[src/sv/assert_macros.svh]
// Assertion helpers, included by sine_cosine_taylor_unit.
`ifndef ASSERT_MACROS_SVH
`define ASSERT_MACROS_SVH

// Property checked at every rising clock edge outside reset.
`define ASSERT_AT(lbl, clk, rstn, prop) \
	lbl: assert property (@(posedge clk) disable iff (!rstn) (prop)) \
	else $error("assertion failed");

// Condition that must never be true outside reset.
`define ASSERT_NEVER(lbl, clk, rstn, expr) \
	`ASSERT_AT(lbl, clk, rstn, !(expr))

`endif

[src/sv/sct_pkg.sv]
package sct_pkg;

	localparam int MAX_TERMS = 21;
	localparam int TERMS = 21;
	localparam int DW = 52;
	localparam int FRAC = 40;
	localparam int OW = 32;

	typedef logic signed [DW-1:0] q40_t;

	localparam q40_t HALF_PI = 52'sh001921FB54443;
	localparam q40_t TWO_PI = 52'sh006487ED5110B;
	localparam logic [OW-1:0] ONE_Q30 = 32'h4000_0000;

	// Odd Taylor coefficients (-1)^k / (2k+1)! in Q12.40, rounded to nearest.
	localparam q40_t COEF [MAX_TERMS] = '{
		52'sd1099511627776,
		-52'sd183251937963,
		52'sd9162596898,
		-52'sd218157069,
		52'sd3029959,
		-52'sd27545,
		52'sd177,
		-52'sd1,
		52'sd0, 52'sd0, 52'sd0, 52'sd0, 52'sd0, 52'sd0, 52'sd0,
		52'sd0, 52'sd0, 52'sd0, 52'sd0, 52'sd0, 52'sd0
	};

	typedef struct packed {
		logic vld;
		q40_t th;
		q40_t th2;
		q40_t acc;
	} lane_t;

endpackage

[src/sv/sct_reduce.sv]
module sct_reduce (
	input  logic clk,
	input  logic arst_n,
	input  logic en,
	input  logic vld,
	input  logic cmd,
	input  logic signed [31:0] angle,
	output sct_pkg::lane_t lane
);

	sct_pkg::q40_t a_s1;
	logic vld_s1;
	sct_pkg::q40_t a_ext;
	sct_pkg::q40_t plus_w;
	sct_pkg::q40_t minus_w;
	sct_pkg::q40_t th_w;
	sct_pkg::q40_t th_s2;
	logic vld_s2;

	assign a_ext = {{(sct_pkg::DW-44){angle[31]}}, angle, 12'd0};

	always_ff @(posedge clk or negedge arst_n) begin
		if (!arst_n) begin
			vld_s1 <= 1'b0;
			vld_s2 <= 1'b0;
		end else if (en) begin
			vld_s1 <= vld;
			vld_s2 <= vld_s1;
		end
	end

	// The angle stays within two turns of the range, so a single add or
	// subtract of one or two turns reaches [0, 2pi).
	assign plus_w = a_s1 + sct_pkg::TWO_PI;
	assign minus_w = a_s1 - sct_pkg::TWO_PI;

	always_comb begin
		priority if (a_s1 < 0) begin
			th_w = (plus_w < 0) ? plus_w + sct_pkg::TWO_PI : plus_w;
		end else if (a_s1 >= sct_pkg::TWO_PI) begin
			th_w = minus_w;
		end else begin
			th_w = a_s1;
		end
	end

	always_ff @(posedge clk) begin
		if (en) begin
			a_s1 <= cmd ? a_ext + sct_pkg::HALF_PI : a_ext;
			th_s2 <= th_w;
		end
	end

	always_comb begin
		lane = '0;
		lane.vld = vld_s2;
		lane.th = th_s2;
	end

endmodule

[config.mk]
export PLATFORM = sky130hd
export DESIGN_NAME = sct_reduce
export DESIGN_NICKNAME = d
export VERILOG_FILES = /design/src/sv/assert_macros.svh /design/src/sv/sct_pkg.sv /design/src/sv/sct_reduce.sv
export SDC_FILE = /design/constraint.sdc
export NUM_CORES = 1
export LEC_CHECK = 0
export BUFFER_PORTS_ARGS = -buffer_cell sky130_fd_sc_hd__buf_2
export CORE_MARGIN = 4
export CORE_UTILIZATION = 35
export CTS_CLUSTER_SIZE = 24
export DETAILED_ROUTE_END_ITERATION = 16
export PLACE_DENSITY = 0.63
export SYNTH_ARGS = -nofsm -noshare
export SYNTH_HDL_FRONTEND = slang
export SYNTH_SLANG_ARGS = --single-unit
[constraint.sdc]
create_clock -name clk -period 5.15 [get_ports clk]
set_input_delay 0.515 -clock clk [delete_from_list [all_inputs] [get_ports clk]]
set_output_delay 0.515 -clock clk [all_outputs]
set_load 0.02 [all_outputs]
; Word-level counts from Yosys, hierarchy flattened
; Index checks and enable logic that the tools add are counted.
[word_totals]
ff_bits = 106
output_inout_bits = 157
word_cells = 16
inputBits = 37
[op_classes]
muxes = 4
add_sub_neg = 4
order_cmp = 3
[ops]
columns = op, count
row1 = 2-to-1 mux 52 bit, 4
row2 = "adder 52 x 44 -> 52 bit, second input constant", 2
row3 = "less-than comparator 52 x 1 -> 1 bit, second input constant", 2
row4 = ">= comparator 52 x 44 -> 1 bit, second input constant", 1
row5 = "subtractor 52 x 44 -> 52 bit, second input constant", 1
row6 = "adder 44 x 42 -> 45 bit, second input constant", 1

; Longest topological paths before layout
[depth]
ltp_word = 4
mapped_depth = 18
depth_no_buf = 17

; Least setup slack after synthesis
; OpenSTA, ideal clock, no wires.
[synth_timing]
kind = reg-to-reg
from = register a_s1[13]
to = register th_s2[15], data pin
path_slack_ps = 1089
required_time_ps = 4884
stages_incl_launch_ff = 18
synth_period_minus_slack_ps = 4061
setup_ps = 266
arrival_ps = 3794
n_path_buf = 1
path_cell_list = edfxtp_1 -> clkbuf_1 -> inv_1 -> ha_1 -> a2111o_1 -> a21o_1 -> a21o_1 -> a21oi_1 -> o21a_1 -> o21ai_0 -> a21oi_1 -> o21ai_0 -> ha_1 -> inv_1 -> nand2_1 -> a2111oi_0 -> a311oi_1 -> xnor2_1
[synth_via]
elab_chain_cells = 4
word_cells_on_any_way = 9
cone_classes = add/sub: 3 / order compare: 3 / mux: 3
[synth_rtl]
columns = element, line_no
row1 = from (decl), sct_reduce.sv:11  ; sct_pkg::q40_t a_s1;
row2 = from (signal assigned), sct_reduce.sv:49  ; a_s1 <= cmd ? a_ext + sct_pkg::HALF_PI : a_ext;
row3 = adder 52 x 44 -> 52 bit, sct_reduce.sv:34  ; assign plus_w = a_s1 + sct_pkg::TWO_PI;
row4 = adder 52 x 44 -> 52 bit / less-than comparator 52 x 1 -> 1 bit (equally long branches), sct_reduce.sv:39  ; th_w = (plus_w < 0) ? plus_w + sct_pkg::TWO_PI : plus_w;
row5 = 2-to-1 mux 52 bit, sct_reduce.sv:39
row6 = 2-to-1 mux 52 bit (*), sct_reduce.sv:38  ; priority if (a_s1 < 0) begin
row7 = via th_w[15], sct_reduce.sv:16  ; sct_pkg::q40_t th_w;
row8 = to (signal assigned), sct_reduce.sv:50  ; th_s2 <= th_w;
row9 = to (decl), sct_reduce.sv:17  ; sct_pkg::q40_t th_s2;
; Mark *: on every way through the listed nets, which the timed path passes. The rest lies on a longest branch.
; A chain may end at the register's enable or synchronous reset.

; Final worst setup path
[layout_timing]
from = register a_s1[12]
to = register th_s2[15], data pin
; Same word-level chain as after synthesis.

==> results.cfg <==
[yosys]
synth_top_flop_cell = edfxtp_1
synth_top_family_by_area = compound AO/OA/AOI/OAI gates
syn_area_sq_mm = 0.00743
synthMuxAreaShare_pct = 1.41
synth.distinct_cells = 85
postSynthCellCount = 831
synth-seq-cells = 85
synth-compound-area-share_pct = 20.3
post_synth.cell_area_avg_sq_um = 8.94
synth-xor-area-share_pct = 9.98
synth_edf_count = 83
async_flop_share_pct = 2.35
ys_seq_area_share_pct = 34.2
synthSimpleGateAreaFrac_pct = 17.4
synthAdderAreaFrac_pct = 1.99
yosysWarningCount = 0

[setup_path]
critPathKind = reg2reg
worst-path-max-fanout = 15
critPathLaunchType = flop
crit_arrival_ns = 4.46
endpoint_kind = flop
reg2regPathDepth = 15
crit_required_ns = 5.24

[clock_network]
clkLatencyLatePin_ns = 0.34
postCtsSetupBuffers = 0
clkTransAtPathRegs_ns = 0.06
cts_resized = 0
htree_levels = 3
clock-sinks = 85
cts_root_buffer = clkbuf_16
cts_inserted_buffers = 9
cts_tree = done
clk_path_buf_depth = 2

[layout]
drive_gt1_share_pct = 16.4
layout_common_cells = conb_1 (104), buf_2 (88), edfxtp_1 (83)
fin_util_pct = 38.0
seq_area_sq_mm = 0.00254
layout_commonest_cell = conb_1
multiInputGateArea_sq_mm = 0.00419
area_growth_pct = 7.12
antenna_cells = 0
fill_cells = 2171
nNetsFinal = 938

[drt]
drt_wl_total_mm = 18.1
drc = 0
dr_wl_met3_mm = 1.81
vias_per_cell = 5.16
first_pass_iters = 8
wl_met1_mm = 8.07
avgRoutedWirePerCell_microns = 15.5
dr_wl_met2_mm = 7.98
vias = 6041
drtIter0Drc = 509
top_layer = met5
ant_nets = 0

[global_routing]
gr-total-overflow = 0
grt_pass1_vias = 5381
grt_max_degree = 86
grt_pass1_wl_mm = 28.7
antenna_found_initial = 2
grt.total_usage_pct = 14.8

[worst_hold_path]
whs_path_depth = 1
hold_path.class = in2reg

[timing]
fmax_mhz = 229
setup_viol = 0
hold_slack_ns = 0.353
relSlewSlack_pct = 29.8
rsz0062_at_grt = no
hold_viol_final = 0
period_minus_slack_ns = 4.37
finClkSkew_ns = 0.00978
tightest_slew_ns = 1.05
period_share_pct = 84.9
final_max_slew_viol_count = 0
fin_tns_setup_ns = 0

[power_and_ir_drop]
peakVddDrop_v = 0.000162
p_per_area_mw_per_mm2 = 310
combPwrFrac_pct = 35.8
p_seq_share_pct = 40.0
p_sw_mw = 0.943
p_leak_nw = 3.04
switching_share_pct = 38.2
p_int_mw = 1.52
clockPowerShare_pct = 24.2

[outcome]
status = finished clean

[die]
initial_core_util_pct = 35.5
fp.dieH_microns = 154
coreArea_sq_mm = 0.0210
fp.dieArea_sq_mm = 0.0236
rows = 53
die_w_microns = 154
pin_count = 194

[placement]
port_buffers = 89
hpwl_mm = 13.7
place.gp.congestion = 0.911

[job]
drv_cap = 0
synth_stat cells (4+ instances only):
library cell    n  area [sq um]
buf_4         110           826
edfxtp_1       83          2490
nand2_1        74           278
nor2_1         62           233
xnor2_1        52           455
o21ai_0        48           240
a21oi_1        46           230
clkbuf_1       31           116
xor2_1         29           254
nor3_1         23           115
nand3_1        21           105
inv_1          16          60.1
a31oi_1        13          81.3
nand2b_1       12          75.1
o211ai_1       12          90.1
ha_1           11           138
buf_2           9          45.0
nor4_1          8          50.1
a21o_1          7          52.6
buf_1           7          26.3
nand4_1         7          43.8
nor3b_1         7          52.6
o21a_1          7          52.6
or4_1           7          52.6
mux2i_1         6          60.1
nor2b_1         6          37.5
a211oi_1        5          37.5
and2_1          5          31.3
nand3b_1        5          37.5
o31ai_1         5          37.5
or3_1           5          31.3
a311oi_1        4          35.0
mux2_2          4          45.0
o221ai_1        4          35.0
o311ai_0        4          35.0
metrics by stage:
step           worst slack (ns)  instances  power, mW  area (sq um)
6_report                  0.778       1170       2.47          7960
5_1_grt                   0.370       1170       2.62          7960
4_1_cts                   0.779       1170       2.48          7960
3_5_place_dp              0.784       1153       1.87          7680
3_3_place_gp              0.864       1153       1.87          7680
2_1_floorplan              1.09        934       1.70          7820
critical path, stage by stage (launching register included):
cell and delay [ns]:
edfxtp_1 0.60, ha_1 0.31, a2111o_1 0.42, a21o_1 0.20, a21o_1 0.19, a21oi_1 0.22, o21a_1 0.20, o21ai_0 0.17
a21oi_1 0.29, o21ai_0 0.11, ha_1 0.30, inv_1 0.16, nand2_1 0.24, a2111oi_0 0.44, a311oi_1 0.11, xnor2_1 0.16
path summary, 6_finish.rpt:
check,startpoint,to,slack [ns]
max,a_s1[12]$_DFFE_PP_,th_s2[15]$_DFFE_PP_,0.78
min,angle[1],a_s1[13]$_DFFE_PP_,0.35
max reg2reg,a_s1[12]$_DFFE_PP_,th_s2[15]$_DFFE_PP_,0.78
min reg2reg,vld_s2$_DFFE_PN0P_,vld_s2$_DFFE_PN0P_,0.51
max in group asynchronous,arst_n,vld_s1$_DFFE_PN0P_,4.57
min in group asynchronous,arst_n,vld_s2$_DFFE_PN0P_,0.48
repair_timing:
item,4_1_cts,5_1_grt
hold endpoints to repair,2,0
hold buffers,1,0
endpoints found under the setup margin,0,0
flip-flops by register name (all words and copies together), names as in the netlist:
signal	count
th_s2	49
a_s1	34
vld_s1	1
vld_s2	1
area by class of cell:
class / instances / share of cell area [%]
clock inverters: 6 / 0.487
clock buffers: 10 / 2.88
flip-flops and latches: 85 / 31.9
inverters: 17 / 0.802
repair buffers: 103 / 6.98
multi-input cells: 674 / 52.6
well taps: 275 / 4.32
power by group through the flow:
stage          sequential, mW  combinational [mW]  clock (mW)
2_1_floorplan            1.01               0.687           0
3_5_place_dp             1.00               0.872           0
4_1_cts                 0.988               0.877       0.612
6_report                0.987               0.883       0.597
3_3_place_gp             1.00               0.866           0
5_1_grt                  1.00               0.969       0.644
layer usage:
metal	vias up	global-route usage (%)
li1	2931	-
met1	2781	20.6
met4	4	3.87
met3	19	3.74
met5	-	0
met2	306	22.9
cells by family (layout without fill, tap and decap cells):
group,Yosys count,in the layout
flip-flops,85,85
AO/OA/AOI/OAI,209,209
other,1,104
adder cells (fa/ha/maj),12,12
XOR/XNOR,83,83
multiplexers,10,10
buffers and inverters,175,136
AND/OR/NAND/NOR,256,256
No activity file was read; power rests on OpenSTA's default activity.
